## src/dmmc_pkg.sv

```systemverilog
`timescale 1ns / 1ps
`default_nettype none

package dmmc_pkg;

  // request codes on req_type
  localparam logic [2:0] REQ_LOOKUP       = 3'd0;
  localparam logic [2:0] REQ_FILL         = 3'd1;
  localparam logic [2:0] REQ_CLR_ALL      = 3'd2;
  localparam logic [2:0] REQ_CLR_ID       = 3'd3;
  localparam logic [2:0] REQ_CLR_CLASS    = 3'd4;
  localparam logic [2:0] REQ_CLR_OWNER_ID = 3'd5;

  // class handle is shifted right by this before hashing
  localparam int CLASS_SHIFT = 3;

  // command queue between front and back
  localparam int QDEPTH = 4;
  localparam int QPTR_W = $clog2(QDEPTH);
  localparam int QCNT_W = $clog2(QDEPTH + 1);

  // what the back end has to do with an item
  typedef enum logic [1:0] {
    CMD_NOP,
    CMD_LOOKUP,
    CMD_FILL,
    CMD_SWEEP
  } cmd_kind_t;

  typedef struct packed {
    cmd_kind_t   kind;
    logic [2:0]  req;
    logic [63:0] cls;
    logic [63:0] id;
    logic [63:0] meth;
    logic [63:0] owner;
  } cmd_t;

  // one cache entry
  typedef struct packed {
    logic [63:0] id;
    logic [63:0] cls;
    logic [63:0] owner;
    logic [63:0] meth;
  } entry_t;

  typedef struct packed {
    logic [QCNT_W-1:0] count;
    logic              empty;
  } q_status_t;

  typedef struct packed {
    logic clearing;
    logic sweeping;
  } back_status_t;

endpackage

`default_nettype wire

```

## src/dmmc_front.sv

```systemverilog
`timescale 1ns / 1ps
`default_nettype none

module dmmc_front #(
  parameter int ENTRIES = 2048
) (
  input  wire logic                       clk,
  input  wire logic                       rst,
  input  wire logic                       accept,
  input  wire logic                       running,
  input  wire logic [2:0]                 req_type,
  input  wire logic [63:0]                class_ref,
  input  wire logic [63:0]                method_id,
  input  wire logic [63:0]                fill_method,
  input  wire logic [63:0]                fill_owner,
  output logic                            push,
  output dmmc_pkg::cmd_t                  push_cmd,
  output logic [$clog2(ENTRIES)-1:0]      push_idx
);
  import dmmc_pkg::*;

  localparam int IDX_W = $clog2(ENTRIES);

  logic [63:0]      key;
  logic [IDX_W-1:0] idx_next;
  cmd_t             cmd_next;
  logic             valid;
  cmd_t             cmd;
  logic [IDX_W-1:0] idx;

  // slot index: (class >> 3) xor id, masked to the table
  assign key      = (class_ref >> CLASS_SHIFT) ^ method_id;
  assign idx_next = key[IDX_W-1:0] & IDX_W'(ENTRIES - 1);

  // classify the request; disabled operations turn into a plain zero result
  always_comb begin
    cmd_next.req  = req_type;
    cmd_next.cls  = class_ref;
    cmd_next.id   = method_id;
    cmd_next.meth = fill_method;
    cmd_next.owner = (fill_method == 64'd0) ? 64'd0 : fill_owner;
    case (req_type)
      REQ_LOOKUP: begin
        cmd_next.kind = CMD_LOOKUP;
      end
      REQ_FILL: begin
        cmd_next.kind = ((fill_method == 64'd0) || running) ? CMD_FILL : CMD_NOP;
      end
      REQ_CLR_ALL, REQ_CLR_ID, REQ_CLR_CLASS, REQ_CLR_OWNER_ID: begin
        cmd_next.kind = running ? CMD_SWEEP : CMD_NOP;
      end
      default: begin
        cmd_next.kind = CMD_NOP;
      end
    endcase
  end

  // item register in front of the queue
  always_ff @(posedge clk) begin
    if (rst) begin
      valid <= 1'b0;
    end else begin
      valid <= accept;
    end
    if (accept) begin
      cmd <= cmd_next;
      idx <= idx_next;
    end
  end

  assign push     = valid;
  assign push_cmd = cmd;
  assign push_idx = idx;

endmodule

`default_nettype wire

```

## config.mk

```make
export PLATFORM = sky130hd
export DESIGN_NAME = dmmc_front
export DESIGN_NICKNAME = d
export VERILOG_FILES = /design/src/dmmc_pkg.sv /design/src/dmmc_front.sv
export SDC_FILE = /design/constraint.sdc
export NUM_CORES = 1
export LEC_CHECK = 0
export ABC_AREA = 1
export ABC_CLOCK_PERIOD_IN_PS = 1900
export BUFFER_PORTS_ARGS = -buffer_cell sky130_fd_sc_hd__buf_2
export CORE_AREA = 2 2 210 212
export DETAILED_ROUTE_END_ITERATION = 6
export DIE_AREA = 0 0 212 214
export PLACE_DENSITY = 0.46
export SYNTH_ARGS = -nofsm -noshare
export SYNTH_HDL_FRONTEND = slang
export SYNTH_SLANG_ARGS = --single-unit
```

## constraint.sdc

```tcl
create_clock -name clk -period 1.9 [get_ports clk]
set_clock_uncertainty 0.05 [all_clocks]
set_input_delay 0.57 -clock clk [delete_from_list [all_inputs] [get_ports clk]]
set_output_delay 0.57 -clock clk [all_outputs]
set_load 0.02 [all_outputs]
```

==> results.md <==
- Worst-case vdd ir drop: 0.765 mV
- Post-synth top area share: 88.1%
- Worst hold path class: in -> reg
- Dominant combinational cell family by area after synthesis: compound AO/OA/AOI/OAI gates
- Maximum clock rate: 544 MHz
- Average footprint of a synthesized cell: 21.3 um2
- Setup ws final: 0.0626 ns
- Unrepaired setup endpoints after global routing: true
- Post-synth EDFFs: 272
- Status: finished, final reports clean
- Count of hold buffers inserted by post-cts repair: 0
- CP bufs+invs: 1
- Path type of the worst setup path: reg -> out
- Filler Cells Inserted: 4293
- Core area: 42900 um2
- Clk sinks: 273
- Largest driver fanout on the critical path: 1
- Complex-gate fraction of the synthesized area: 6.10%
- Area of the die: 45400 um2
- Max-cap violation count: 0
- Via density: 3.80
- Detailed Place HPWL: 22.1 mm
- Ranking of synthesized cells by area: sky130_fd_sc_hd__edfxtp_1 (88%), sky130_fd_sc_hd__a21boi_2 (2.4%), sky130_fd_sc_hd__a21boi_0 (2.2%)
- Max Slew Vio Count: 0
- Detailed-route wire length: 28.1 mm
- Placement Setup Slack: -0.181 ns
- Crit path largest cell delay: 0.47 ns
- Relative slew margins: 80.5%
- Worst Hold Path Cells: 2
- Final ANT Viol Nets: 0
- Initial standard-cell utilization of the core: 21.6%
- Critical path data arrival time: 1.22 ns
- FP Rows: 76
- Netlist cell types: 18
- Aggregate negative setup slack: 0 ns
- Area growth from synthesis to final layout: 49.7%
- Routability congestion estimate from global placement: 0.797
- Die Y-Extent: 214 um
- Most common cell in the netlist: sky130_fd_sc_hd__edfxtp_1
- Vias in the first global route: 6374
- Fraction of final layout cells sized beyond drive strength 1: 60.3%
- Bufs on Longest Clock Path: 3
- Cell taking the most area after synthesis: sky130_fd_sc_hd__edfxtp_1
- FFs w/ async S/R, synth: 0%
- Basic-gate share of the synthesized area counting and, or, nand and nor cells: 2.85%
- Clock slew seen by the registers of the worst setup and hold paths: 0.06 ns
- Critical path cell sequence: buf_6
- Post-synthesis register bit count: 273
- Critical-path cell with the highest stage delay: sky130_fd_sc_hd__edfxtp_1
- Boundary pin count: 536
- H-tree depth: 1
- Worst EP required: 1.28 ns
- Prevailing post-synth register cell: sky130_fd_sc_hd__edfxtp_1
- Final Hold Violating Endpoints: 0
- Areal power density over the cells: 1040 nW/um2
- Number of standard cells in the final layout excluding fillers: 1628
- Number of instances in the placed design: 1574
- Worst Hold End: push
- Vias: 6192
- Worst Hold Margin: 0.113 ns
- Netlist area before placement: 9270 um2
- CTS tree: built
- Final Setup Violations: 0
- GR Overflow Total: 0
- Final net count: 1284
- Port Buffer Count: 535
- Number of cells produced by synthesis: 435
- Final Critical Period: 1.84 ns
- Critical Path End Type: output port
- Leak Pwr: 5.77 nW
- Adder-cell area share of the yosys netlist: 0%
- Maximum number of pins on one net before global-route repair: 52
- Crit-path leading delay family: flip-flops
- GRT Util Overall: 11.6%
- CP startpoint kind: register
- Number of DRC violations after detailed routing: 0
- Antenna violations before repair: 2
- Horiz. Die Dim: 212 um
- Start point of the worst hold path: rst
- Drt first-iter violations: 322
- Period utilization: 96.7%
- Total nets after synthesis: 698
- Proportion of synthesized area in mux cells: 0%
- CTS Root Buffer Type: sky130_fd_sc_hd__clkbuf_16
- Wire length per cell: 17.2 um
- First-pass GRT wire length: 39.6 mm
- Synth top cells by count: sky130_fd_sc_hd__edfxtp_1 (272), sky130_fd_sc_hd__nor2_1 (43), sky130_fd_sc_hd__a21boi_0 (27), sky130_fd_sc_hd__nand2_1 (21), sky130_fd_sc_hd__a21boi_2 (20)
- TritonCTS buffer count: 30
- Length of the first detailed-routing pass in iterations: 4
- Measured slew at the worst slew-check pin: 0.293 ns
- Part of the Yosys area used for sequential elements: 88.3%
- Xor/xnor share of the synthesized area: 1.13%
- Total of warnings raised by yosys: 0
==> layout by cell type, fill, tap and decap left out <==
cell                         Yosys  layout
sky130_fd_sc_hd__diode_2         0       1
sky130_fd_sc_hd__clkinv_2        0       2
sky130_fd_sc_hd__buf_2           2     532
sky130_fd_sc_hd__clkbuf_16       0      31
sky130_fd_sc_hd__a21boi_2       20      20
sky130_fd_sc_hd__a21boi_0       27      27
sky130_fd_sc_hd__buf_12          0      11
sky130_fd_sc_hd__clkinvlp_4      0       1
sky130_fd_sc_hd__nand2_1        21      21
sky130_fd_sc_hd__xor2_1         11      11
sky130_fd_sc_hd__clkinv_1        0      10
sky130_fd_sc_hd__xnor2_1         1       1
sky130_fd_sc_hd__buf_8           2       1
sky130_fd_sc_hd__nor3_1          1       1
sky130_fd_sc_hd__buf_4           3      23
sky130_fd_sc_hd__inv_1           2       2
sky130_fd_sc_hd__a21oi_1         2       2
sky130_fd_sc_hd__buf_6           7       1
sky130_fd_sc_hd__dfxtp_1         1       1
sky130_fd_sc_hd__nor2_1         43      43
sky130_fd_sc_hd__nor2_4          0       2
sky130_fd_sc_hd__clkinv_4        0       1
sky130_fd_sc_hd__clkbuf_1        0       6
sky130_fd_sc_hd__edfxtp_1      272     272
sky130_fd_sc_hd__bufinv_16       0       2
sky130_fd_sc_hd__a21boi_1       17      17
sky130_fd_sc_hd__or2_2           1       1
==> per-layer routing <==
metal	GRT usage (%)	vias to the layer above	routed length [um]
met1	12.4	2953	10200
li1	-	2845	-
met5	0	-	0
met4	3.08	0	711
met3	5.47	44	3380
met2	20.3	350	13800
==> stage by stage <==
stage	cell area [um2]	util (%)	power, mW
2_1_floorplan	9270	-	8.15
3_3_place_gp	12900	30.2	9.16
3_5_place_dp	12900	30.2	9.16
4_1_cts	13900	32.3	14.7
5_1_grt	13900	32.4	15.0
6_report	13900	32.4	14.5
==> sequential cells by signal, summed over array words and instances, names as in the netlist <==
name and flops:
push_cmd 261, push_idx 11, push 1
==> worst max-delay path by stage <==
stage,start,cells after the start,slack (ns),endpoint
after floorplan,fill_method[63],8,0.27,push_cmd[33]
after global placement,fill_method[19],8,-0.19,push_cmd[32]
after detailed placement,fill_method[19],8,-0.18,push_cmd[25]
after CTS,push_cmd[55],1,0.002,push_cmd[55]
after global routing,push_cmd[62],1,-0.0005,push_cmd[62]
final,push_cmd[62],1,0.06,push_cmd[62]
==> power by group <==
group	total [mW]	internal (mW)	switching, mW
Sequential	7.29	7.17	0.119
Clock	5.47	3.21	2.26
Combinational	1.72	0.601	1.12
==> area by class of cell <==
| cell class | instances | area, um2 | share of cell area (%) |
|---|---|---|---|
| clock buffers | 37 | 798 | 5.75 |
| repair buffers | 568 | 3080 | 22.2 |
| diodes | 1 | 2.50 | 0.0180 |
| well taps | 585 | 732 | 5.27 |
| inverters | 2 | 7.51 | 0.0541 |
| multi-input cells | 146 | 945 | 6.81 |
| clock inverters | 16 | 124 | 0.893 |
| flip-flops and latches | 273 | 8190 | 59.0 |
==> timing repair <==
| item | 4_1_cts | 5_1_grt |
|---|---|---|
| cloned | 0 | 0 |
| gates resized for setup | 2 | 2 |
| endpoints found under the setup margin | 1 | 2 |
| buffers inserted | 0 | 0 |
==> kinds of logic (layout without fill, tap and decap cells) <==
family / after synthesis / after routing
AO/OA/AOI/OAI: 66 / 66
XOR/XNOR: 12 / 12
buffers and inverters: 16 / 623
flip-flops: 273 / 273
other: 0 / 1
AND/OR/NAND/NOR: 68 / 68
Note: power is estimated with default switching activity, not from simulation.
