<file path="src/dmmc_pkg.sv">
`timescale 1ns / 1ps
`default_nettype none

package dmmc_pkg;

  // request codes on req_type
  localparam logic [2:0] REQ_LOOKUP       = 3'd0;
  localparam logic [2:0] REQ_FILL         = 3'd1;
  localparam logic [2:0] REQ_CLR_ALL      = 3'd2;
  localparam logic [2:0] REQ_CLR_ID       = 3'd3;
  localparam logic [2:0] REQ_CLR_CLASS    = 3'd4;
  localparam logic [2:0] REQ_CLR_OWNER_ID = 3'd5;

  // class handle is shifted right by this before hashing
  localparam int CLASS_SHIFT = 3;

  // command queue between front and back
  localparam int QDEPTH = 4;
  localparam int QPTR_W = $clog2(QDEPTH);
  localparam int QCNT_W = $clog2(QDEPTH + 1);

  // what the back end has to do with an item
  typedef enum logic [1:0] {
    CMD_NOP,
    CMD_LOOKUP,
    CMD_FILL,
    CMD_SWEEP
  } cmd_kind_t;

  typedef struct packed {
    cmd_kind_t   kind;
    logic [2:0]  req;
    logic [63:0] cls;
    logic [63:0] id;
    logic [63:0] meth;
    logic [63:0] owner;
  } cmd_t;

  // one cache entry
  typedef struct packed {
    logic [63:0] id;
    logic [63:0] cls;
    logic [63:0] owner;
    logic [63:0] meth;
  } entry_t;

  typedef struct packed {
    logic [QCNT_W-1:0] count;
    logic              empty;
  } q_status_t;

  typedef struct packed {
    logic clearing;
    logic sweeping;
  } back_status_t;

endpackage

`default_nettype wire

</file>
<file path="src/dmmc_queue.sv">
`timescale 1ns / 1ps
`default_nettype none

module dmmc_queue #(
  parameter int WIDTH = 8
) (
  input  wire logic             clk,
  input  wire logic             rst,
  input  wire logic             push,
  input  wire logic [WIDTH-1:0] push_data,
  input  wire logic             pop,
  output logic [WIDTH-1:0]      pop_data,
  output dmmc_pkg::q_status_t   status
);
  import dmmc_pkg::*;

  logic [WIDTH-1:0]  slots [QDEPTH];
  logic [QPTR_W-1:0] wr_ptr;
  logic [QPTR_W-1:0] rd_ptr;
  logic [QCNT_W-1:0] count;
  logic              do_pop;

  assign do_pop = pop && (count != '0);

  // pointers and fill level
  always_ff @(posedge clk) begin
    if (rst) begin
      wr_ptr <= '0;
      rd_ptr <= '0;
      count  <= '0;
    end else begin
      if (push) begin
        wr_ptr <= wr_ptr + 1'b1;
      end
      if (do_pop) begin
        rd_ptr <= rd_ptr + 1'b1;
      end
      case ({push, do_pop})
        2'b10:   count <= count + 1'b1;
        2'b01:   count <= count - 1'b1;
        default: count <= count;
      endcase
    end
  end

  // slot storage
  always_ff @(posedge clk) begin
    if (push) begin
      slots[wr_ptr] <= push_data;
    end
  end

  assign pop_data     = slots[rd_ptr];
  assign status.count = count;
  assign status.empty = (count == '0);

endmodule

`default_nettype wire

</file>
<file path="config.mk">
export PLATFORM = sky130hd
export DESIGN_NAME = dmmc_queue
export DESIGN_NICKNAME = d
export VERILOG_FILES = /design/src/dmmc_pkg.sv /design/src/dmmc_queue.sv
export SDC_FILE = /design/constraint.sdc
export NUM_CORES = 1
export LEC_CHECK = 0
export ABC_AREA = 0
export BUFFER_PORTS_ARGS = -buffer_cell sky130_fd_sc_hd__buf_4
export CAP_MARGIN = 15
export CORE_MARGIN = 3
export CORE_UTILIZATION = 49
export CTS_CLUSTER_DIAMETER = 60
export CTS_CLUSTER_SIZE = 10
export DETAILED_ROUTE_END_ITERATION = 8
export GPL_ROUTABILITY_DRIVEN = 0
export PLACE_DENSITY = 0.79
export RECOVER_POWER = 100
export SYNTH_ARGS = -nofsm -noshare
export SYNTH_HDL_FRONTEND = slang
export SYNTH_SLANG_ARGS = --single-unit
</file>
<file path="constraint.sdc">
create_clock -name clk -period 4.7 [get_ports clk]
set_input_delay 0.94 -clock clk [delete_from_list [all_inputs] [get_ports clk]]
set_output_delay 0.94 -clock clk [all_outputs]
set_load 0.02 [all_outputs]
</file>
==> insert_results.sql, run 1 <==
INSERT INTO impl_metrics (metric_group, metric, value, unit) VALUES
('yosys', 'synthTopCellsByArea', 'sky130_fd_sc_hd__edfxtp_1 60%, sky130_fd_sc_hd__dfxtp_1 11%, sky130_fd_sc_hd__mux4_2 11%', ''),
('critical_path', 'r2r.worst_path.cells', '8', ''),
('die', 'fp.dieW', '63.15', 'um'),
('yosys', 'postSynth.asyncResetShare', '0', ''),
('yosys', 'ys_warn_count', '0', ''),
('yosys', 'seq_area_frac_synth', '0.7131', ''),
('sta', 'fin_crit_period', '2.722', 'ns'),
('yosys', 'synth_commonest_cells', '32 x sky130_fd_sc_hd__edfxtp_1, 9 x sky130_fd_sc_hd__dfxtp_1, 8 x sky130_fd_sc_hd__mux4_2', ''),
('routing', 'number_of_antenna_violating_nets_in_the_routed_design', '0', ''),
('die', 'num_rows', '20', ''),
('yosys', 'yosysTopAreaCellShare', '0.6005', ''),
('cts', 'clockRootBuffer', 'sky130_fd_sc_hd__clkbuf_4', ''),
('grt', 'grt.total_usage', '0.1368', ''),
('cts', 'cts_buffer_depth', '2', ''),
('yosys', 'synth-edff-count', '32', ''),
('sta', 'timing.slew.headroom', '0.5390', ''),
('routing', 'postRouteWirelength', '2409', 'um'),
('yosys', 'yosysTopAreaCell', 'sky130_fd_sc_hd__edfxtp_1', ''),
('critical_path', 'worst_ep_required_time', '3.76', 'ns'),
('grt', 'largest_net_degree_at_the_start_of_global_routing', '14', ''),
('sta', 'setup_viol', '0', ''),
('routing', 'post_drt_wl_per_cell', '14.78', 'um'),
('power', 'p_per_area', '476.9', 'nW/um2'),
('final_layout', 'number_of_nets_in_the_final_layout', '136', ''),
('sta', 'upper_clock_frequency_limit', '367.4', 'MHz'),
('routing', 'drt_iter0_drc', '43', ''),
('sta', 'finClkSkew', '0.007211', 'ns'),
('final_layout', 'seqCellArea', '1141', 'um2'),
('final_layout', 'post_route_cells_drive_above_1_share', '0.1597', ''),
('cts', 'cts_tree', 'yes', ''),
('cts', 'htreeDepth', '2', ''),
('routing', 'detailedRoute.firstPassIterationCount', '4', ''),
('routing', 'detailroute.via_count', '816', ''),
('die', 'fp.dieH', '63.15', 'um'),
('sta', 'grt_setup_unrepaired', 'no', ''),
('sta', 'timing_max_transition_violations_final', '0', ''),
('die', 'io-pin-count', '24', ''),
('power', 'total_power_consumption_of_the_routed_design', '852.7', 'uW'),
('final_layout', 'area_growth_syn_to_layout', '11.73', '%'),
('grt', 'via_count_of_the_first_global_routing_pass', '877', ''),
('die', 'die_area', '3987', 'um2'),
('sta', 'hold_violations', '0', ''),
('placement', 'place.port_buffers', '23', ''),
('critical_path', 'worst-path-max-fanout', '8', ''),
('sta', 'finalSetupTns', '0', 'ns'),
('yosys', 'syn_area', '1600', 'um2'),
('critical_path', 'end_kind', 'output port', ''),
('critical_path', 'crit_arrival', '1.78', 'ns'),
('yosys', 'synth.most_common_cell', 'sky130_fd_sc_hd__edfxtp_1', ''),
('die', 'floorplan.core_area', '3078', 'um2'),
('yosys', 'synth-main-ff-cell', 'sky130_fd_sc_hd__edfxtp_1', ''),
('critical_path', 'cp-start-kind', 'flop', ''),
('power', 'power_leakage', '0.0005983', 'uW'),
('grt', 'globalRouteOverflowTotal', '0', ''),
('yosys', 'number_of_register_bits_inferred_by_synthesis', '41', ''),
('cts', 'cts.sink_count', '41', ''),
('final_layout', 'final_util', '0.5809', ''),
('placement', 'estimated_wirelength_of_the_detail_placed_design', '1675', 'um'),
('hold_path', 'worstHoldPathCells', '2', ''),
('run_status', 'run_status', 'finished clean', ''),
('final_layout', 'multi_input_comb_area', '412.9', 'um2'),
('run', 'maxCapViolations', '0', ''),
('die', 'initial_core_util', '0.5199', ''),
('final_layout', 'finalNonFillerCells', '163', ''),
('critical_path', 'critPathSlowestCell', 'sky130_fd_sc_hd__dfxtp_1', ''),
('placement', 'post-place-cells', '155', ''),
('final_layout', 'fill_cell_total_of_the_finished_layout', '254', ''),
('cts', 'clock_insertion_delay_worst_skew', '0.35', 'ns'),
('grt', 'grt_first_pass_wirelength', '3974', 'um'),
('routing', 'drt_drc_violations_left', '0', ''),
('cts', 'cts.hold.buffers_added', '0', '');
==> per-layer routing <==
layer | share of wire | vias to the layer above | track usage
met3 | 0.054 | 6 | 0.05526
li1 | - | 388 | -
met4 | 0.020 | 0 | 0.05785
met5 | 0 | - | 0
met1 | 0.40 | 404 | 0.1552
met2 | 0.52 | 18 | 0.2279
==> path summary, 6_finish.rpt <==
check                    startpoint                endpoint  slack [ns]
min reg2reg  rd_ptr[1]$_SDFFE_PP0P_  rd_ptr[1]$_SDFFE_PP0P_        0.50
max                            flop             pop_data[2]        1.98
max reg2reg   count[0]$_SDFFE_PP0P_   count[2]$_SDFFE_PP0P_        2.78
min          rd_ptr[1]$_SDFFE_PP0P_  rd_ptr[1]$_SDFFE_PP0P_        0.50
==> cells in the final DEF, fill, tap and decap left out, types with 4 or more instances in the layout <==
master and count:
sky130_fd_sc_hd__and2_0 4, sky130_fd_sc_hd__ha_1 5, sky130_fd_sc_hd__mux4_2 8, sky130_fd_sc_hd__inv_1 7, sky130_fd_sc_hd__dfxtp_1 9, sky130_fd_sc_hd__clkbuf_4 6
sky130_fd_sc_hd__edfxtp_1 32, sky130_fd_sc_hd__nor2_1 7, sky130_fd_sc_hd__clkbuf_1 20
==> worst min-delay path: stages (launching register included) <==
cell                      delay [ns]
sky130_fd_sc_hd__dfxtp_1        0.32
sky130_fd_sc_hd__o21ai_0        0.06
sky130_fd_sc_hd__a21oi_1        0.07
==> layout make-up <==
class,instances,share of cell area
Sequential cell,41,0.6382
Multi-Input combinational cell,40,0.2309
Timing Repair Buffer,23,0.05458
Tap cell,44,0.03079
Clock buffer,5,0.02099
Inverter,7,0.01470
Clock inverter,3,0.009797
==> through the flow <==
stage,cell area (um2),hold WS (ns),worst slack (ns)
after floorplan,1600,0.4591,2.412
after global placement,1813,0.4723,2.310
after detailed placement,1813,0.4840,2.178
after CTS,1868,0.5016,1.902
after global routing,1788,0.5429,1.806
final,1788,0.4986,1.978
==> cells by family (layout without fill, tap and decap cells) <==
family          Yosys count  count (layout)  synth area share
simple gates             15              15           0.04847
mux                       9               9            0.1188
flops                    41              41            0.7131
xor+xnor                  4               4           0.02190
fa+ha+maj                 6               6           0.05160
compound gates            6               6           0.02033
buf+inv                  10              38           0.02581
==> power breakdown <==
part / switching, uW / internal [uW] / leakage [uW] / total [uW]
clock network: 110 / 56.4 / 0.0000310 / 166
registers: 37.8 / 425 / 0.000368 / 463
logic: 129 / 94.6 / 0.000200 / 224
total: 277 / 576 / 0.000598 / 853
==> state kept, by name, summed over array words and instances, names as in the netlist, named ones only <==
| signal | count |
|---|---|
| slots | 32 |
| count | 3 |
| wr_ptr | 2 |
| rd_ptr | 2 |
(Power assumes the default switching activity.)
==> inputs of run 2 (changes only) <==
- ABC_AREA: 0 -> 1
- PLACE_DENSITY: 0.79 -> 0.82
- clock period: 4.7 -> 2.3 ns (I/O delays scaled with it)
==> insert_results.sql, run 2 <==
INSERT INTO impl_metrics (metric_group, metric, value, unit) VALUES
('routing', 'detailedRoute.firstPassIterationCount', '4', ''),
('routing', 'postRouteWirelength', '2902', 'um'),
('grt', 'via_count_of_the_first_global_routing_pass', '1045', ''),
('placement', 'place.port_buffers', '23', ''),
('final_layout', 'layout_top_registers', 'slots x32, count x3', ''),
('final_layout', 'layout_commonest_cell', 'sky130_fd_sc_hd__edfxtp_1', ''),
('power', 'power_leakage', '0.0007293', 'uW'),
('run', 'maxCapViolations', '0', ''),
('sta', 'grt_setup_unrepaired', 'no', ''),
('cts', 'clkTransAtPathRegs', '0.11', 'ns'),
('die', 'fp.dieW', '64.26', 'um'),
('grt', 'globalRouteOverflowTotal', '0', ''),
('cts', 'htreeDepth', '2', ''),
('final_layout', 'number_of_nets_in_the_final_layout', '189', ''),
('sta', 'finClkSkew', '0.01945', 'ns'),
('final_layout', 'fill_cell_total_of_the_finished_layout', '290', ''),
('final_layout', 'area_growth_syn_to_layout', '12.19', '%'),
('critical_path', 'end_kind', 'output port', ''),
('cts', 'post_cts.resized_instances', '0', ''),
('cts', 'cts_inserted_buffers', '5', ''),
('sta', 'max_slew.worst_pin.slew', '0.3800', 'ns'),
('die', 'num_rows', '20', ''),
('final_layout', 'post_route_cells_drive_above_1_share', '0.1163', ''),
('routing', 'number_of_antenna_violating_nets_in_the_routed_design', '0', ''),
('final_layout', 'regMostFlops', 'slots', ''),
('final_layout', 'final_antenna_diode_count', '0', ''),
('power', 'ir_drop', '584.8', 'uV'),
('yosys', 'syn_avg_cell_area', '11.71', 'um2'),
('grt', 'grt_first_pass_wirelength', '4802', 'um'),
('hold_path', 'path_category_of_the_worst_min_delay_check', 'in -> reg', ''),
('cts', 'clock_insertion_delay_worst_skew', '0.35', 'ns'),
('sta', 'fin_crit_period', '2.095', 'ns'),
('final_layout', 'postLayoutCellArea', '1866', 'um2'),
('sta', 'finalSetupTns', '0', 'ns'),
('yosys', 'yosysTopAreaCell', 'sky130_fd_sc_hd__edfxtp_1', ''),
('die', 'fp.dieH', '64.26', 'um'),
('final_layout', 'mostFrequentLayoutCells', '32 x sky130_fd_sc_hd__edfxtp_1, 20 x sky130_fd_sc_hd__nor2_1, 19 x sky130_fd_sc_hd__inv_1', ''),
('die', 'initial_core_util', '0.5274', ''),
('sta', 'setup_viol', '0', ''),
('sta', 'timing_max_transition_violations_final', '0', ''),
('placement', 'dpl-instance-area', '1876', 'um2'),
('placement', 'estimated_wirelength_of_the_detail_placed_design', '2014', 'um'),
('cts', 'clockRootBuffer', 'sky130_fd_sc_hd__clkbuf_4', ''),
('sta', 'hold_violations', '0', ''),
('yosys', 'synth_commonest_cells', '32 x sky130_fd_sc_hd__edfxtp_1, 20 x sky130_fd_sc_hd__nor2_1, 19 x sky130_fd_sc_hd__inv_1', ''),
('routing', 'drt_drc_violations_left', '0', ''),
('die', 'io-pin-count', '24', ''),
('cts', 'cts.hold.buffers_added', '0', ''),
('critical_path', 'cp-start-kind', 'flop', ''),
('yosys', 'synth_fp_nets', '160', ''),
('yosys', 'seq_area_frac_synth', '0.6862', ''),
('yosys', 'synth-main-ff-cell', 'sky130_fd_sc_hd__edfxtp_1', ''),
('die', 'floorplan.core_area', '3153', 'um2'),
('grt', 'grt_antenna_before_repair', '0', ''),
('sta', 'timing.slew.headroom', '0.7463', ''),
('critical_path', 'worst-path-max-fanout', '16', ''),
('power', 'p_per_area', '915.5', 'nW/um2'),
('routing', 'detail_route.vias_per_cell', '5.028', ''),
('yosys', 'synthTopCellsByArea', 'sky130_fd_sc_hd__edfxtp_1 58%, sky130_fd_sc_hd__dfxtp_1 11%, sky130_fd_sc_hd__o21ai_0 4.8%', ''),
('routing', 'detailroute.via_count', '1086', ''),
('grt', 'largest_net_degree_at_the_start_of_global_routing', '17', ''),
('grt', 'grt.total_usage', '0.1605', ''),
('die', 'die_area', '4129', 'um2'),
('final_layout', 'final_util', '0.5917', ''),
('yosys', 'post_synth_inst_count', '142', ''),
('yosys', 'ys_warn_count', '0', ''),
('routing', 'post_drt_wl_per_cell', '13.44', 'um'),
('final_layout', 'finalNonFillerCells', '216', ''),
('cts', 'cts_buffer_depth', '2', ''),
('cts', 'cts.sink_count', '41', ''),
('sta', 'worst_hold_slack', '0.2750', 'ns'),
('run_status', 'run_status', 'finished clean', ''),
('routing', 'drt_iter0_drc', '64', ''),
('yosys', 'synth-edff-count', '32', ''),
('critical_path', 'worst_ep_required_time', '1.84', 'ns'),
('yosys', 'yosysTopAreaCellShare', '0.5779', ''),
('final_layout', 'largest_register_ff_count', '32', ''),
('cts', 'cts_tree', 'yes', ''),
('sta', 'upper_clock_frequency_limit', '477.2', 'MHz'),
('critical_path', 'crit_arrival', '1.64', 'ns'),
('yosys', 'postSynth.asyncResetShare', '0', ''),
('sta', 'post-route-period-util', '0.9110', ''),
('yosys', 'synth.most_common_cell', 'sky130_fd_sc_hd__edfxtp_1', ''),
('yosys', 'number_of_register_bits_inferred_by_synthesis', '41', ''),
('yosys', 'synth_cell_types', '16', ''),
('critical_path', 'timing_worst_setup_path_type', 'reg -> out', ''),
('cts', 'cts_post_setup_buffers_inserted', '0', ''),
('yosys', 'syn_area', '1663', 'um2'),
('placement', 'post-place-cells', '208', '');
run 2: changes by cell type in the layout (fill, tap and decap cells not counted), moves of 4 or more:
cell	previous run	this run
sky130_fd_sc_hd__o22ai_1	0	8
sky130_fd_sc_hd__mux4_2	8	0
sky130_fd_sc_hd__nor2_1	7	20
sky130_fd_sc_hd__clkbuf_2	0	5
sky130_fd_sc_hd__nand2_1	1	15
sky130_fd_sc_hd__and2_0	4	0
sky130_fd_sc_hd__clkbuf_1	20	16
sky130_fd_sc_hd__inv_1	7	19
sky130_fd_sc_hd__o21ai_0	2	17
run 2: cell type report:
class,count,area (um2),area share
clock buffer,8,58.81,0.03152
timing repair buffer,24,115.1,0.06170
tap,44,55.05,0.02951
inverter,20,75.07,0.04024
sequential,41,1141,0.6117
multi-input combinational,79,420.4,0.2254
run 2: per-stage QoR:
stage / setup WS (ns) / total power [uW]
floorplan: 0.5680 / 1232
CTS: 0.1729 / 1775
global placement: 0.5767 / 1392
finish: 0.2046 / 1708
global route: 0.06337 / 1802
detailed placement: 0.5071 / 1419
run 2: cells by family after synthesis:
logic type,synth area share
fa+ha+maj,0.04966
compound gates,0.1099
flops,0.6862
buf+inv,0.05869
simple gates,0.09555
run 2: worst max-delay path, cell delays in order (launching register included):
cell,delay [ns]
sky130_fd_sc_hd__dfxtp_1,0.57
sky130_fd_sc_hd__inv_2,0.22
sky130_fd_sc_hd__o21ai_0,0.24
sky130_fd_sc_hd__o22ai_1,0.10
sky130_fd_sc_hd__buf_4,0.17
run 2: final timing paths:
| kind | cells after the start | start | end | slack [ns] |
|---|---|---|---|---|
| hold reg to reg | 2 | rd_ptr[1]$_SDFFE_PP0P_ | rd_ptr[1]$_SDFFE_PP0P_ | 0.50 |
| setup reg to reg | 13 | count[1]$_SDFFE_PP0P_ | count[2]$_SDFFE_PP0P_ | 0.53 |
| setup / recovery | 4 | flop | pop_data[5] | 0.20 |
| hold / removal | 2 | rst | rd_ptr[1]$_SDFFE_PP0P_ | 0.27 |
run 2: routing by layer:
layer,up-vias,global-route usage,share of wire
met5,-,0,0
met4,0,0.08707,0.024
met3,8,0.06151,0.049
met2,24,0.2577,0.50
met1,512,0.1839,0.42
li1,542,-,-
run 2: where the power goes:
| part | internal [uW] | switching, uW |
|---|---|---|
| clock network | 151 | 216 |
| logic | 138 | 300 |
| registers | 856 | 46.6 |
==> inputs of run 3 (changes only) <==
- CORE_MARGIN: 3 -> unset
==> insert_results.sql, run 3 (synthesis results as in run 2) <==
INSERT INTO impl_metrics (metric_group, metric, value, unit) VALUES
('cts', 'cts_post_setup_buffers_inserted', '0', ''),
('run', 'maxCapViolations', '0', ''),
('power', 'switching_share', '0.3279', ''),
('sta', 'grt_setup_unrepaired', 'no', ''),
('grt', 'largest_net_degree_at_the_start_of_global_routing', '17', ''),
('final_layout', 'regMostFlops', 'slots', ''),
('grt', 'grt_first_pass_wirelength', '4816', 'um'),
('final_layout', 'largest_register_ff_count', '32', ''),
('critical_path', 'regToRegSetupSlack', '0.43', 'ns'),
('hold_path', 'worst_hold_path.endpoint', 'rd_ptr[1]$_SDFFE_PP0P_', ''),
('die', 'die_area', '3631', 'um2'),
('critical_path', 'r2r-end', 'count[2]$_SDFFE_PP0P_', ''),
('grt', 'grt_antenna_before_repair', '0', ''),
('final_layout', 'layout_commonest_cell', 'sky130_fd_sc_hd__edfxtp_1', ''),
('final_layout', 'final_util', '0.5960', ''),
('sta', 'timing_max_transition_violations_final', '0', ''),
('die', 'num_rows', '20', ''),
('cts', 'cts_buffer_depth', '2', ''),
('sta', 'timing.slew.headroom', '0.7453', ''),
('power', 'power_frac_comb', '0.262', ''),
('die', 'floorplan.core_area', '3128', 'um2'),
('final_layout', 'area_growth_syn_to_layout', '12.11', '%'),
('routing', 'detailroute.via_count', '1112', ''),
('grt', 'grt.total_usage', '0.1899', ''),
('sta', 'max_slew.worst_pin.slew', '0.3817', 'ns'),
('critical_path', 'critical_path.most_common_cell', 'sky130_fd_sc_hd__clkbuf_2', ''),
('cts', 'clkTransAtPathRegs', '0.11', 'ns'),
('critical_path', 'crit_path_cell_trace', 'clkbuf_2 > o21ai_0 > o22ai_1 > clkbuf_2', ''),
('cts', 'htreeDepth', '2', ''),
('routing', 'drt_iter0_drc', '49', ''),
('power', 'power_leakage', '0.0007263', 'uW'),
('final_layout', 'fill_cell_total_of_the_finished_layout', '266', ''),
('critical_path', 'cp-start-kind', 'flop', ''),
('critical_path', 'end_kind', 'output port', ''),
('placement', 'place.port_buffers', '23', ''),
('routing', 'detail_route.vias_per_cell', '5.148', ''),
('critical_path', 'critPathSlowestCell', 'sky130_fd_sc_hd__dfxtp_1', ''),
('cts', 'clock_insertion_delay_worst_skew', '0.33', 'ns'),
('sta', 'hold_violations', '0', ''),
('final_layout', 'post_route_cells_drive_above_1_share', '0.1105', ''),
('hold_path', 'path_category_of_the_worst_min_delay_check', 'in -> reg', ''),
('hold_path', 'hp-start', 'rst', ''),
('sta', 'fin_crit_period', '2.134', 'ns'),
('final_layout', 'mostFrequentLayoutCells', '32 x sky130_fd_sc_hd__edfxtp_1, 20 x sky130_fd_sc_hd__nor2_1, 19 x sky130_fd_sc_hd__inv_1', ''),
('critical_path', 'r2r.worst_path.cells', '13', ''),
('critical_path', 'crit_arrival', '1.67', 'ns'),
('routing', 'postRouteWirelength', '3030', 'um'),
('cts', 'cts.sink_count', '41', ''),
('routing', 'number_of_antenna_violating_nets_in_the_routed_design', '0', ''),
('routing', 'post_drt_wl_per_cell', '14.03', 'um'),
('placement', 'estimated_wirelength_of_the_detail_placed_design', '2148', 'um'),
('die', 'fp.dieH', '60.26', 'um'),
('hold_path', 'worstHoldPathCells', '2', ''),
('grt', 'globalRouteOverflowTotal', '0', ''),
('critical_path', 'worst_r2r_startpoint', 'count[1]$_SDFFE_PP0P_', ''),
('cts', 'cts.hold.buffers_added', '0', ''),
('power', 'p_per_area', '912.9', 'nW/um2'),
('sta', 'setup_viol', '0', ''),
('critical_path', 'critPathTopFamily', 'flip-flops', ''),
('cts', 'post_cts.resized_instances', '0', ''),
('final_layout', 'number_of_nets_in_the_final_layout', '189', ''),
('power', 'ir_drop', '453.3', 'uV'),
('final_layout', 'layout_top_registers', 'slots x32, count x3', ''),
('final_layout', 'final_antenna_diode_count', '0', ''),
('cts', 'cts_tree', 'yes', ''),
('critical_path', 'cp_slowest_stage_delay', '0.56', 'ns'),
('critical_path', 'timing_worst_setup_path_type', 'reg -> out', ''),
('die', 'io-pin-count', '24', ''),
('routing', 'drt_drc_violations_left', '0', ''),
('power', 'internal_portion_of_total_power', '1144', 'uW'),
('sta', 'finClkSkew', '0.01297', 'ns'),
('sta', 'upper_clock_frequency_limit', '468.7', 'MHz'),
('critical_path', 'worst-path-max-fanout', '10', ''),
('grt', 'via_count_of_the_first_global_routing_pass', '1169', ''),
('critical_path', 'cp.buffers_inverters', '2', ''),
('sta', 'finalSetupTns', '0', 'ns'),
('cts', 'cts_inserted_buffers', '5', ''),
('power', 'power.share.clock', '0.206', ''),
('power', 'switching_power', '558.1', 'uW'),
('critical_path', 'worst_ep_required_time', '1.84', 'ns'),
('die', 'initial_core_util', '0.5316', ''),
('routing', 'detailedRoute.firstPassIterationCount', '4', ''),
('cts', 'clockRootBuffer', 'sky130_fd_sc_hd__clkbuf_4', ''),
('power', 'pwr-share-seq', '0.531', ''),
('die', 'fp.dieW', '60.26', 'um'),
('sta', 'post-route-period-util', '0.9276', ''),
('run_status', 'run_status', 'finished clean', '');
## run 3: changes by cell type in the layout (fill, tap and decap cells not counted)
cell                       previous run  this run
sky130_fd_sc_hd__clkbuf_2             5         4
sky130_fd_sc_hd__clkbuf_1            16        17
## run 3: worst max-delay path by stage
stage,to,startpoint,cells past startpoint
2_1_floorplan,count[2]$_SDFFE_PP0P_,count[1]$_SDFFE_PP0P_,13
4_1_cts,pop_data[4],flop,4
6_report,pop_data[4],flop,4
3_5_place_dp,count[2]$_SDFFE_PP0P_,push,11
3_3_place_gp,count[2]$_SDFFE_PP0P_,push,11
5_1_grt,pop_data[4],flop,4
## run 3: layout make-up
type	instances	area, um2	share of cell area
Sequential cell	41	1141	0.6121
Multi-Input combinational cell	79	420.4	0.2255
Timing Repair Buffer	24	113.9	0.06107
Inverter	20	75.07	0.04027
Clock buffer	8	58.81	0.03154
Tap cell	44	55.05	0.02953
## run 3: per-stage QoR
step | instances | total power, uW | hold slack, ns | setup slack [ns] | cell area, um2
floorplan | 142 | 1232 | 0.4587 | 0.5680 | 1663
global placement | 208 | 1390 | 0.4853 | 0.5775 | 1876
detailed placement | 208 | 1426 | 0.4868 | 0.4740 | 1876
CTS | 216 | 1771 | 0.2773 | 0.1838 | 1934
global route | 216 | 1797 | 0.2764 | 0.03677 | 1864
finish | 216 | 1702 | 0.2885 | 0.1664 | 1864
## run 3: power groups by stage
| stage | sequential [uW] | clock (uW) | combinational (uW) |
|---|---|---|---|
| global route | 911 | 387 | 499 |
| finish | 904 | 351 | 447 |
| detailed placement | 922 | 0 | 504 |
| global placement | 916 | 0 | 474 |
| floorplan | 924 | 0 | 308 |
| CTS | 905 | 362 | 505 |
## run 3: per-layer routing
metal	track usage	up-vias	routed length, um
met4	0.1163	0	40
li1	-	546	-
met5	0	-	0
met2	0.3312	41	1632
met1	0.1926	518	1148
met3	0.06494	7	208
